`config.mk`:
```
export PLATFORM = sky130hd
export DESIGN_NAME = capture_frequency_meter_outlier_flat
export DESIGN_NICKNAME = d
export VERILOG_FILES = /design/src/hw/rtl/cfmo_pkg.sv /design/src/hw/rtl/cfmo_stream_if.sv /design/src/hw/rtl/cfmo_divider.sv /design/src/hw/rtl/cfmo_outlier.sv /design/src/hw/rtl/capture_frequency_meter_outlier.sv /design/src/flat_wrapper.sv
export VERILOG_INCLUDE_DIRS = /design/src /design/src/hw/rtl
export SDC_FILE = /design/constraint.sdc
export NUM_CORES = 2
export LEC_CHECK = 0
export CORE_UTILIZATION = 64
export DETAILED_ROUTE_END_ITERATION = 8
export DONT_BUFFER_PORTS = 1
export PLACE_DENSITY = 0.8
export RECOVER_POWER = 100
export SYNTH_ARGS = -nofsm -noshare
export SYNTH_HDL_FRONTEND = slang
export SYNTH_SLANG_ARGS = --single-unit
```
`constraint.sdc`:
```
create_clock -name i_clk -period 8.28 [get_ports i_clk]
set_clock_uncertainty 0.15 [all_clocks]
set_input_delay 0 -clock i_clk [delete_from_list [all_inputs] [get_ports i_clk]]
set_output_delay 0 -clock i_clk [all_outputs]
set_load 0.01 [all_outputs]
```
`src/hw/rtl/capture_frequency_meter_outlier_macros.svh`:
```
// ----------------------------------------------------------------------------
// Capture frequency meter macros
// Assertion helpers for the top RTL file of the frequency meter.
// ----------------------------------------------------------------------------
`ifndef CAPTURE_FREQUENCY_METER_OUTLIER_MACROS_SVH
`define CAPTURE_FREQUENCY_METER_OUTLIER_MACROS_SVH

`ifndef SYNTHESIS
// Clocked check, held off while reset is active
`define CFMO_ASSERT(lbl, prop, msg) \
    lbl: assert property (@(posedge i_clk) disable iff (!i_rst_n) prop) else $error(msg);
// Clocked check that also holds during reset
`define CFMO_ASSERT_ALWAYS(lbl, prop, msg) \
    lbl: assert property (@(posedge i_clk) prop) else $error(msg);
`else
`define CFMO_ASSERT(lbl, prop, msg)
`define CFMO_ASSERT_ALWAYS(lbl, prop, msg)
`endif

`endif

```
`src/hw/rtl/cfmo_pkg.sv`:
```
// ----------------------------------------------------------------------------
// Capture frequency meter package
// Item types, register indexes, reset values and sequencer states.
// ----------------------------------------------------------------------------
package cfmo_pkg;

    localparam int unsigned FIELD_W   = 32;
    localparam int unsigned RATIO_W   = 16;
    localparam int unsigned LIMIT_W   = 4;
    localparam int unsigned CFG_IDX_W = 2;
    localparam int unsigned CFG_W     = 32;
    localparam int unsigned DIV_STEPS = FIELD_W;
    localparam int unsigned DIV_CNT_W = $clog2(DIV_STEPS);
    localparam int unsigned PROD_W    = FIELD_W + RATIO_W;
    localparam int unsigned SUM_W     = FIELD_W + 1;

    localparam logic [CFG_IDX_W-1:0] CFG_CLOCK_HZ      = 2'd0;
    localparam logic [CFG_IDX_W-1:0] CFG_OUTLIER_RATIO = 2'd1;
    localparam logic [CFG_IDX_W-1:0] CFG_OUTLIER_LIMIT = 2'd2;

    localparam logic [FIELD_W-1:0] CLOCK_HZ_RESET      = 32'd42000000;
    localparam logic [RATIO_W-1:0] OUTLIER_RATIO_RESET = 16'd2000;
    localparam logic [LIMIT_W-1:0] OUTLIER_LIMIT_RESET = 4'd2;

    typedef struct packed {
        logic [FIELD_W-1:0] capture_value;
    } t_in_item;

    typedef struct packed {
        logic               pair_done;
        logic               calc_ok;
        logic [FIELD_W-1:0] measured_freq;
        logic [FIELD_W-1:0] current_freq;
        logic               is_outlier;
        logic               hold_off;
    } t_out_item;

    typedef enum logic [2:0] {
        ST_IDLE,
        ST_DIV,
        ST_MUL,
        ST_DEC,
        ST_OUT
    } t_state;

endpackage

```
`src/hw/rtl/cfmo_stream_if.sv`:
```
// ----------------------------------------------------------------------------
// Capture frequency meter stream channel
// Valid/ready channel carrying one item of payload type T.
// ----------------------------------------------------------------------------
interface cfmo_stream_if #(
    parameter type T = logic
) ();
    logic valid;
    logic ready;
    T     data;

    modport source (output valid, output data, input ready);
    modport sink   (input valid, input data, output ready);
endinterface

```
`src/hw/rtl/cfmo_divider.sv`:
```
// ----------------------------------------------------------------------------
// Capture frequency meter divider
// Radix-2 restoring divider, one quotient bit per cycle.
// ----------------------------------------------------------------------------
module cfmo_divider #(
    parameter int unsigned W = 32
) (
    input  logic                        i_clk,
    input  logic                        i_rst_n,
    input  logic                        i_start,
    input  logic [cfmo_pkg::FIELD_W-1:0] i_dividend,
    input  logic [W-1:0]                i_divisor,
    output logic                        o_done,
    output logic [cfmo_pkg::FIELD_W-1:0] o_quotient
);

    logic                          r_busy;
    logic                          r_done;
    logic [cfmo_pkg::DIV_CNT_W-1:0] r_cnt;
    logic [W-1:0]                  r_rem;
    logic [W-1:0]                  r_divisor;
    logic [cfmo_pkg::FIELD_W-1:0]  r_quot;

    logic [W:0]   shifted;
    logic         q_bit;
    logic [W:0]   trial;
    logic [W-1:0] n_rem;

    always_comb begin
        shifted = {r_rem, r_quot[cfmo_pkg::FIELD_W-1]};
        trial   = shifted - {1'b0, r_divisor};
        q_bit   = (shifted >= {1'b0, r_divisor});
        n_rem   = q_bit ? trial[W-1:0] : shifted[W-1:0];
    end

    always_ff @(posedge i_clk) begin
        if (!i_rst_n) begin
            r_busy <= 1'b0;
            r_done <= 1'b0;
            r_cnt  <= '0;
        end else begin
            r_done <= 1'b0;
            if (i_start) begin
                r_busy <= 1'b1;
                r_cnt  <= '0;
            end else if (r_busy) begin
                r_cnt <= r_cnt + 1'b1;
                if (r_cnt == cfmo_pkg::DIV_CNT_W'(cfmo_pkg::DIV_STEPS - 1)) begin
                    r_busy <= 1'b0;
                    r_done <= 1'b1;
                end
            end
        end
    end

    // Dividend shifts out of the top of the quotient register as bits come in
    always_ff @(posedge i_clk) begin
        if (i_start) begin
            r_rem     <= '0;
            r_divisor <= i_divisor;
            r_quot    <= i_dividend;
        end else if (r_busy) begin
            r_rem  <= n_rem;
            r_quot <= {r_quot[cfmo_pkg::FIELD_W-2:0], q_bit};
        end
    end

    assign o_done     = r_done;
    assign o_quotient = r_quot;

endmodule

```
`src/hw/rtl/cfmo_outlier.sv`:
```
// ----------------------------------------------------------------------------
// Capture frequency meter outlier test
// Registered |meas - acc| * ratio against meas + acc: difference and sum, then product.
// ----------------------------------------------------------------------------
module cfmo_outlier (
    input  logic                        i_clk,
    input  logic                        i_load,
    input  logic [cfmo_pkg::FIELD_W-1:0] i_meas,
    input  logic [cfmo_pkg::FIELD_W-1:0] i_acc,
    input  logic [cfmo_pkg::RATIO_W-1:0] i_ratio,
    output logic                        o_far
);

    logic [cfmo_pkg::FIELD_W-1:0] r_diff;
    logic [cfmo_pkg::SUM_W-1:0]   r_sum;
    logic [cfmo_pkg::PROD_W-1:0]  r_prod;

    always_ff @(posedge i_clk) begin
        if (i_load) begin
            r_diff <= (i_meas > i_acc) ? (i_meas - i_acc) : (i_acc - i_meas);
            r_sum  <= {1'b0, i_meas} + {1'b0, i_acc};
        end
        r_prod <= r_diff * i_ratio;
    end

    assign o_far = (r_prod > cfmo_pkg::PROD_W'(r_sum));

endmodule

```
`src/hw/rtl/capture_frequency_meter_outlier.sv`:
```
// Opening capture, or closing capture with no positive period: result can be
// taken in the cycle after acceptance.
// Closing capture with a positive period: result can be taken after the divider
// steps, done flag, multiply, compare and output.
// One item at a time; the next is accepted the cycle after the result is taken.
// Synchronous active-low reset restores register defaults and clears the sequencer, pairing and filter state.
// ----------------------------------------------------------------------------
// Capture frequency meter with outlier rejection
// Pairs capture timestamps, divides the clock by the period and filters
// the frequency against the accepted value.
// ----------------------------------------------------------------------------
`include "capture_frequency_meter_outlier_macros.svh"

module capture_frequency_meter_outlier #(
    parameter int unsigned CAPTURE_WIDTH = 32
) (
    input  logic                          i_clk,
    input  logic                          i_rst_n,
    input  logic                          i_cfg_we,
    input  logic [cfmo_pkg::CFG_IDX_W-1:0] i_cfg_index,
    input  logic [cfmo_pkg::CFG_W-1:0]     i_cfg_data,
    cfmo_stream_if.sink                   i_in,
    cfmo_stream_if.source                 o_out
);

    cfmo_pkg::t_state r_state, n_state;

    logic [cfmo_pkg::FIELD_W-1:0] r_clock_hz;
    logic [cfmo_pkg::RATIO_W-1:0] r_ratio;
    logic [cfmo_pkg::LIMIT_W-1:0] r_limit;

    logic                         r_have_first;
    logic [CAPTURE_WIDTH-1:0]     r_first;
    logic [cfmo_pkg::FIELD_W-1:0] r_acc;
    logic [cfmo_pkg::LIMIT_W-1:0] r_run;
    cfmo_pkg::t_out_item          r_res;

    logic                         in_acc;
    logic [CAPTURE_WIDTH-1:0]     cap;
    logic                         cap_gt;
    logic [CAPTURE_WIDTH-1:0]     period;
    logic                         div_start;
    logic                         div_done;
    logic [cfmo_pkg::FIELD_W-1:0] div_quot;
    logic                         far;
    logic [cfmo_pkg::LIMIT_W-1:0] run_inc;

    assign cap     = i_in.data.capture_value[CAPTURE_WIDTH-1:0];
    assign cap_gt  = (cap > r_first);
    assign period  = cap - r_first;
    assign in_acc  = i_in.valid && i_in.ready;
    assign run_inc = r_run + 1'b1;

    cfmo_divider #(
        .W (CAPTURE_WIDTH)
    ) u_div (
        .i_clk      (i_clk),
        .i_rst_n    (i_rst_n),
        .i_start    (div_start),
        .i_dividend (r_clock_hz),
        .i_divisor  (period),
        .o_done     (div_done),
        .o_quotient (div_quot)
    );

    cfmo_outlier u_outlier (
        .i_clk   (i_clk),
        .i_load  (div_done),
        .i_meas  (div_quot),
        .i_acc   (r_acc),
        .i_ratio (r_ratio),
        .o_far   (far)
    );

    // Next state
    always_comb begin
        n_state = r_state;
        unique case (r_state)
            cfmo_pkg::ST_IDLE: begin
                if (in_acc) begin
                    n_state = (r_have_first && cap_gt) ? cfmo_pkg::ST_DIV : cfmo_pkg::ST_OUT;
                end
            end
            cfmo_pkg::ST_DIV: begin
                if (div_done) begin
                    n_state = cfmo_pkg::ST_MUL;
                end
            end
            cfmo_pkg::ST_MUL: n_state = cfmo_pkg::ST_DEC;
            cfmo_pkg::ST_DEC: n_state = cfmo_pkg::ST_OUT;
            cfmo_pkg::ST_OUT: begin
                if (o_out.ready) begin
                    n_state = cfmo_pkg::ST_IDLE;
                end
            end
            default: n_state = cfmo_pkg::ST_IDLE;
        endcase
    end

    // Handshake and unit control
    always_comb begin
        i_in.ready  = (r_state == cfmo_pkg::ST_IDLE);
        o_out.valid = (r_state == cfmo_pkg::ST_OUT);
        o_out.data  = r_res;
        div_start   = (r_state == cfmo_pkg::ST_IDLE) && i_in.valid && r_have_first && cap_gt;
    end

    always_ff @(posedge i_clk) begin
        if (!i_rst_n) begin
            r_state <= cfmo_pkg::ST_IDLE;
        end else begin
            r_state <= n_state;
        end
    end

    always_ff @(posedge i_clk) begin
        if (!i_rst_n) begin
            r_clock_hz <= cfmo_pkg::CLOCK_HZ_RESET;
            r_ratio    <= cfmo_pkg::OUTLIER_RATIO_RESET;
            r_limit    <= cfmo_pkg::OUTLIER_LIMIT_RESET;
        end else if (i_cfg_we) begin
            unique case (i_cfg_index)
                cfmo_pkg::CFG_CLOCK_HZ:      r_clock_hz <= i_cfg_data;
                cfmo_pkg::CFG_OUTLIER_RATIO: r_ratio    <= i_cfg_data[cfmo_pkg::RATIO_W-1:0];
                cfmo_pkg::CFG_OUTLIER_LIMIT: r_limit    <= i_cfg_data[cfmo_pkg::LIMIT_W-1:0];
                default: ;
            endcase
        end
    end

    always_ff @(posedge i_clk) begin
        if (!i_rst_n) begin
            r_have_first <= 1'b0;
            r_first      <= '0;
            r_acc        <= '0;
            r_run        <= '0;
        end else begin
            if (in_acc) begin
                r_have_first <= !r_have_first;
                if (!r_have_first) begin
                    r_first <= cap;
                end
            end
            if (r_state == cfmo_pkg::ST_DEC) begin
                priority if (r_acc == '0) begin
                    r_acc <= div_quot;
                end else if (far) begin
                    r_run <= (run_inc >= r_limit) ? '0 : run_inc;
                end else begin
                    r_run <= '0;
                    r_acc <= div_quot;
                end
            end
        end
    end

    // Result register: filled on acceptance when no divide is needed, else at decision
    always_ff @(posedge i_clk) begin
        if (in_acc && !div_start) begin
            r_res.pair_done     <= r_have_first;
            r_res.calc_ok       <= 1'b0;
            r_res.measured_freq <= '0;
            r_res.current_freq  <= r_acc;
            r_res.is_outlier    <= 1'b0;
            r_res.hold_off      <= 1'b0;
        end else if (r_state == cfmo_pkg::ST_DEC) begin
            r_res.pair_done     <= 1'b1;
            r_res.calc_ok       <= 1'b1;
            r_res.measured_freq <= div_quot;
            r_res.is_outlier    <= (r_acc != '0) && far;
            r_res.hold_off      <= (r_acc != '0) && far && (run_inc >= r_limit);
            if ((r_acc == '0) || !far) begin
                r_res.current_freq <= div_quot;
            end else begin
                r_res.current_freq <= r_acc;
            end
        end
    end

    `CFMO_ASSERT(a_div_start_nonzero, div_start |-> (period != '0), "divide started with zero period")
    `CFMO_ASSERT(a_done_in_div, div_done |-> (r_state == cfmo_pkg::ST_DIV), "divider done outside divide state")
    `CFMO_ASSERT(a_pair_closes, (in_acc && r_have_first) |=> !r_have_first, "pair not closed")
    `CFMO_ASSERT(a_hold_needs_outlier, (o_out.valid && o_out.data.hold_off) |-> (o_out.data.is_outlier && o_out.data.calc_ok), "hold-off without outlier")
    `CFMO_ASSERT(a_one_side, !(i_in.ready && o_out.valid), "input open while result pending")

endmodule

```
`src/flat_wrapper.sv`:
```
// flat-port wrapper written by rule: the top's interface ports become plain ports
module capture_frequency_meter_outlier_flat import cfmo_pkg::*;
#(
    parameter int unsigned CAPTURE_WIDTH = 32
)
  (i_clk, i_rst_n, i_cfg_we, i_cfg_index, i_cfg_data, i_in_valid, i_in_data, i_in_ready, o_out_valid, o_out_data, o_out_ready);
  cfmo_stream_if #(.T(t_in_item)) i_in_i ();
  cfmo_stream_if #(.T(t_out_item)) o_out_i ();
  input  logic i_clk;
  input  logic i_rst_n;
  input  logic i_cfg_we;
  input  logic [cfmo_pkg::CFG_IDX_W-1:0] i_cfg_index;
  input  logic [cfmo_pkg::CFG_W-1:0] i_cfg_data;
  input wire logic [$bits(i_in_i.valid)-1:0] i_in_valid;
  input wire logic [$bits(i_in_i.data)-1:0] i_in_data;
  output wire logic [$bits(i_in_i.ready)-1:0] i_in_ready;
  output wire logic [$bits(o_out_i.valid)-1:0] o_out_valid;
  output wire logic [$bits(o_out_i.data)-1:0] o_out_data;
  input wire logic [$bits(o_out_i.ready)-1:0] o_out_ready;
  assign i_in_i.valid = i_in_valid;
  assign i_in_i.data = i_in_data;
  assign i_in_ready = i_in_i.ready;
  assign o_out_valid = o_out_i.valid;
  assign o_out_data = o_out_i.data;
  assign o_out_i.ready = o_out_ready;
  capture_frequency_meter_outlier #(.CAPTURE_WIDTH(CAPTURE_WIDTH)) u_core (.i_clk(i_clk), .i_rst_n(i_rst_n), .i_cfg_we(i_cfg_we), .i_cfg_index(i_cfg_index), .i_cfg_data(i_cfg_data), .i_in(i_in_i), .o_out(o_out_i));
endmodule
```
# Word level (Yosys, flattened, before mapping)
# Cells that the tools add are included.
# op_classes
n_bitwise	4
multipliers	1
n_reduce_logical	26
order_cmp	5
eq_ne	11
muxes	20
n_addsub	7
# ops
operator	n
32-bit 2-to-1 mux	7
68-bit 2-to-1 mux	2
32-bit subtractor	4
32-bit > comparator	2
48-bit by 33-bit > comparator with 1-bit output	1
32-bit by 16-bit multiplier with 48-bit output	1
32-bit by 32-bit adder with 33-bit output	1
33-bit by 32-bit >= comparator with 1-bit output	1
32-bit zero test	1
32-bit nonzero test	1
3-bit case mux with 5 select lines	1
3-bit 2-to-1 mux	4
2-bit AND reduction	6
4-bit 2-to-1 mux	2
1-bit logical AND	7
3-bit by 2-bit equality test with 1-bit output (second input constant)	2
2-bit inequality test (second input constant)	3
5-bit by 1-bit adder with 5-bit output (second input constant)	1
5-bit equality test (second input constant)	1
4-bit by 1-bit adder with 4-bit output (second input constant)	1
4-bit >= comparator	1
1-bit 2-to-1 mux	4
1-bit NOT	4
2-bit nonzero test	2
12 further kinds	14
# totals
regBits	408
output_inout_bits	70

# Depth between registers and ports, before layout
# logic_depth
word_depth	7
mapped_depth	25

# Hierarchy
# Synthesis repeated with hierarchy kept, for this count alone.
# hier_totals
hier_cells	4545
area_unflattened_um2	40336.2
# by_module_without_submodules
mod	area_per_inst_um2	cells_per_inst	n_inst
cfmo_outlier	24946.4	2854	1
capture_frequency_meter_outlier	9417.8	1116	1
cfmo_divider	5972.0	575	1

# Least setup slack after synthesis
# Ideal clock, no wire load.
# synth_timing
path_kind	register to register
startpoint	reg u_core.u_outlier.r_diff[7] (netlist name)
endpoint	reg u_core.u_outlier.r_prod[47] (netlist name)
t_arrival_ps	6157
setup_time_ps	123
setup_slack_ps	1850
path_stages_with_launch	26
period_less_slack_ps	6430
cell_sequence	edfxtp_1 -> clkbuf_1 -> nand2_1 -> fa_1 -> inv_1 -> fa_1 -> inv_1 -> fa_1 -> inv_1 -> fa_1 -> fa_1 -> inv_1 -> fa_1 -> inv_1 -> ha_1 -> clkbuf_1 -> a21o_1 -> a31oi_1 -> o22ai_1 -> nor4b_2 -> o41ai_2 -> a311oi_2 -> o21a_1 -> o21ai_1 -> a221oi_2 -> xnor2_1
# synth_between
elab_chain_cells	1
# synth_rtl
item	line	source
start, declared	cfmo_outlier.sv:14	logic [cfmo_pkg::FIELD_W-1:0] r_diff;
start signal, assigned	cfmo_outlier.sv:20	r_diff <= (i_meas > i_acc) ? (i_meas - i_acc) : (i_acc - i_meas);
32-bit by 16-bit multiplier with 48-bit output	cfmo_outlier.sv:23	r_prod <= r_diff * i_ratio;
end signal, assigned	cfmo_outlier.sv:23	
end, declared	cfmo_outlier.sv:16	logic [cfmo_pkg::PROD_W-1:0] r_prod;
# Every way passes these cells.
# A chain may end at the register's enable or synchronous reset.

# Worst setup path in the final report
# layout_timing
startpoint	reg u_core.r_ratio[1] (netlist name)
endpoint	reg u_core.u_outlier.r_prod[47] (netlist name)
# layout_between
elab_chain_cells	1
# layout_rtl
item	line	source
start, declared	capture_frequency_meter_outlier.sv:29	logic [cfmo_pkg::RATIO_W-1:0] r_ratio;
start signal, assigned	capture_frequency_meter_outlier.sv:119	r_ratio <= cfmo_pkg::OUTLIER_RATIO_RESET;
start signal, assigned	capture_frequency_meter_outlier.sv:124	cfmo_pkg::CFG_OUTLIER_RATIO: r_ratio <= i_cfg_data[cfmo_pkg::RATIO_W-1:0];
32-bit by 16-bit multiplier with 48-bit output	cfmo_outlier.sv:23	
# Every way passes these cells.

==> metrics.cfg <==
[drt]
wl_per_cell_um=19.43
dr.pass1.iters=6
vias=31631
ant_nets=0
route.detailed.drc=0
drt_iter0_markers=2817
avgViaCountPerCell=5.948
wl_mm=103.3

[timing]
slew-limit-headroom=-2.426
rsz0062_at_grt=no
finalSetupTns_ps=0
fin_crit_ps=7458
worst_slew_pin_slew_ps=5086
worst_slack_ps=821.6
fin_crit_sh=0.9008
fmax_mhz=134.1
hold_violations=0
slew_violations=426
setup_viol=0

[critical_path]
slowest_stage=dfxtp_1
rr_startpoint=u_core.r_ratio[1]
timing.rr.end=u_core.u_outlier.r_prod[47]
cp_data_required_time_ps=8590
cp_max_fo=22
crit_chain=buf_4 > nand2_1 > fa_1 > fa_1 > fa_1 > inv_1 > fa_1 > fa_1 > inv_1 > fa_1 > inv_1 > ha_1 > a21o_1 > a21oi_1 > nand2b_1 > nor4b_1 > o41ai_1 > a311oi_1 > o21a_1 > o21ai_1 > a221oi_2 > xnor2_1
critPathArrivalTime_ps=7760
cp_top_family=adder cells
worst_r2r_path_depth=22
cp_common_cell=fa_1
critical-path-max-stage-delay_ps=840
worstSetupStartpointType=register
cp.buffers_inverters=4
critPathKind=reg -> reg
end_kind=register
rrSetupSlack_ps=820

[hold_path]
min_to=u_core.r_first[27]
hold_depth=3
min_from=i_in_data[27]
holdCritPathClass=in -> reg

[clocking]
postCtsSetupRepairBufs=0
numClockSinks=407
clk_latency_ps=620
htreeDepth=2
cts_tree=done
root_buffer=clkbuf_16
cts_buffers=46
path_clk_slew_ps=70
cts_buffer_depth=3

[placement]
place_hpwl_mm=76.08
place_ws_ps=1209
portBuffers=0
placed_cells=5089
placed_cell_area_sq_um=39880
gp_congestion=0.9785

[synth]
syn_inst=4479
ys_warn_count=0
ys.flop_type=dfxtp_1
ys_seq_area_frac=0.2477
async_flop_share=0
synth_cell_types=85
syn-num-nets=5292
synth_area_sq_um=39410
yosys_register_bits=407
synth_edf_count=161
synth.avg_cell_area_sq_um=8.798

[floorplan]
rows=90
core_area_sq_um=60580
initial_core_util=0.6505
io_pins=141
die_h_um=250.1
die_area_sq_um=62570
die_w_um=250.1

[power_and_ir_drop]
peakVddDrop_mv=0.1962
power.leakage_nw=19.09
power_w=0.009797
p_per_area_nw_per_um2=229.0

[cells_and_area]
area_delta_synth_final_pct=8.541
final_cells=5318
final_area_sq_um=42770
drive_above_1_share=0.03043
nNetsFinal=5310

[global_route]
grt_pass1_vias=31343
track_usage=0.3359
grt_pass1_wl_mm=167.7
antenna_found_initial=5
overflow=0
grt_start_max_net_pins=127

[flow_run]
cap_violations=9

[run_status]
status=finished, violations left
violations=max-capacitance violations, max-slew violations

[cells by family after synthesis]
| family | share of synthesized area |
|---|---|
| AOI/OAI and AO/OA | 0.1464 |
| xor gates and xnor gates | 0.03334 |
| adders and majority gates | 0.3162 |
| buffers and inverters | 0.08309 |
| DFF | 0.2477 |
| muxes | 0.007588 |
| and+or+nand+nor | 0.1658 |
[synth_stat cells (12+ instances only)]
master,n,area [sq um]
nand2_1,768,2883
inv_1,654,2455
fa_1,423,8468
ha_1,319,3991
dfxtp_1,246,4925
and2_1,229,1433
a21oi_1,227,1136
clkbuf_1,173,649.4
nor2_1,165,619.3
edfxtp_1,161,4835
o21ai_0,156,780.8
a21o_1,110,825.8
a21boi_0,102,765.7
xnor2_1,102,893.4
xor2_1,48,420.4
nand3_1,47,235.2
o21bai_1,43,322.8
nor2b_1,37,231.5
nor3_1,34,170.2
a31oi_1,30,187.7
nand4_1,30,187.7
nand2b_1,27,168.9
a311oi_1,25,219.0
o21a_1,25,187.7
and3_1,23,143.9
a211oi_1,22,165.2
buf_2,22,110.1
mux2i_1,22,220.2
o211ai_1,19,142.6
o31ai_1,19,142.6
nor4_1,15,93.84
or2_2,12,75.07
[report_power, final]
| part | total, W | internal, W | switching [W] |
|---|---|---|---|
| Combinational | 0.00508 | 0.00209 | 0.00299 |
| Sequential | 0.00256 | 0.00239 | 0.000169 |
| Clock | 0.00216 | 0.00122 | 0.000944 |
| Total | 0.00980 | 0.00570 | 0.00410 |
[what timing repair did]
item | CTS | global route
resized for setup | 0 | 0
hold buffers | 142 | 0
endpoints found under the hold margin | 164 | 0
endpoints found under the setup margin | 0 | 0
[state kept, by name (all words and copies together) (netlist names)]
name and flops:
u_core.o_out.data 68, u_core.r_acc 32, u_core.r_clock_hz 32, u_core.r_first 32, u_core.r_have_first 1, u_core.r_limit 4, u_core.r_ratio 16, u_core.r_run 4
u_core.r_state 3, u_core.u_div.o_done 1, u_core.u_div.o_quotient 32, u_core.u_div.r_busy 1, u_core.u_div.r_cnt 5, u_core.u_div.r_divisor 32, u_core.u_div.r_rem 32, u_core.u_outlier.r_diff 32
u_core.u_outlier.r_prod 48, u_core.u_outlier.r_sum 32
[worst min-delay path: stages]
cell and delay, ps:
dlygate4sd3_1 570, nand2_1 70, a21boi_0 80
[layer usage]
layer / routed length, um / global-route usage
met2: 44580 / 0.5054
met4: 2405 / 0.08309
met1: 44470 / 0.4913
met5: 57 / 0
met3: 11790 / 0.07565
[area by class of cell]
class	count	area, sq um
tap	782	978.4
sequential	407	9761
timing repair buffer	175	1658
clock inverter	27	321.6
fill	4524	17810
inverter	658	2470
multi-input combinational	3209	26330
antenna	1	2.502
clock buffer	59	1252
[placed cells by master (no fill, tap or decap), types with 34 or more instances in the layout]
master / count
a21boi_0: 105
a21o_1: 110
a21oi_1: 228
and2_1: 223
clkbuf_16: 48
dfxtp_1: 245
dlygate4sd3_1: 141
edfxtp_1: 161
fa_1: 423
ha_1: 319
inv_1: 654
nand2_1: 768
nand3_1: 47
nor2_1: 163
nor2b_1: 35
nor3_1: 34
o21ai_0: 160
o21bai_1: 43
xnor2_1: 102
xor2_1: 48
[worst max-delay path by stage]
| stage | start | endpoint | slack, ps | cells past startpoint |
|---|---|---|---|---|
| detailed placement | u_core.r_ratio[1] | u_core.u_outlier.r_prod[47] | 1210 | 22 |
| CTS | u_core.r_ratio[1] | u_core.u_outlier.r_prod[47] | 1120 | 22 |
| floorplan | u_core.u_outlier.r_diff[7] | u_core.u_outlier.r_prod[47] | 1850 | 25 |
| global route | u_core.r_ratio[1] | u_core.u_outlier.r_prod[47] | 380 | 21 |
| global placement | u_core.r_ratio[5] | u_core.u_outlier.r_prod[47] | 1310 | 23 |
| finish | u_core.r_ratio[1] | u_core.u_outlier.r_prod[47] | 820 | 22 |
[stage by stage]
step                      hold slack (ps)    util
after floorplan                    -26.03       -
after global placement             -73.92  0.6583
after detailed placement           -64.49  0.6583
after CTS                           5.063  0.7080
after global routing                16.13  0.7060
final                               9.116  0.7060
Power figures use the tool's default switching activity.
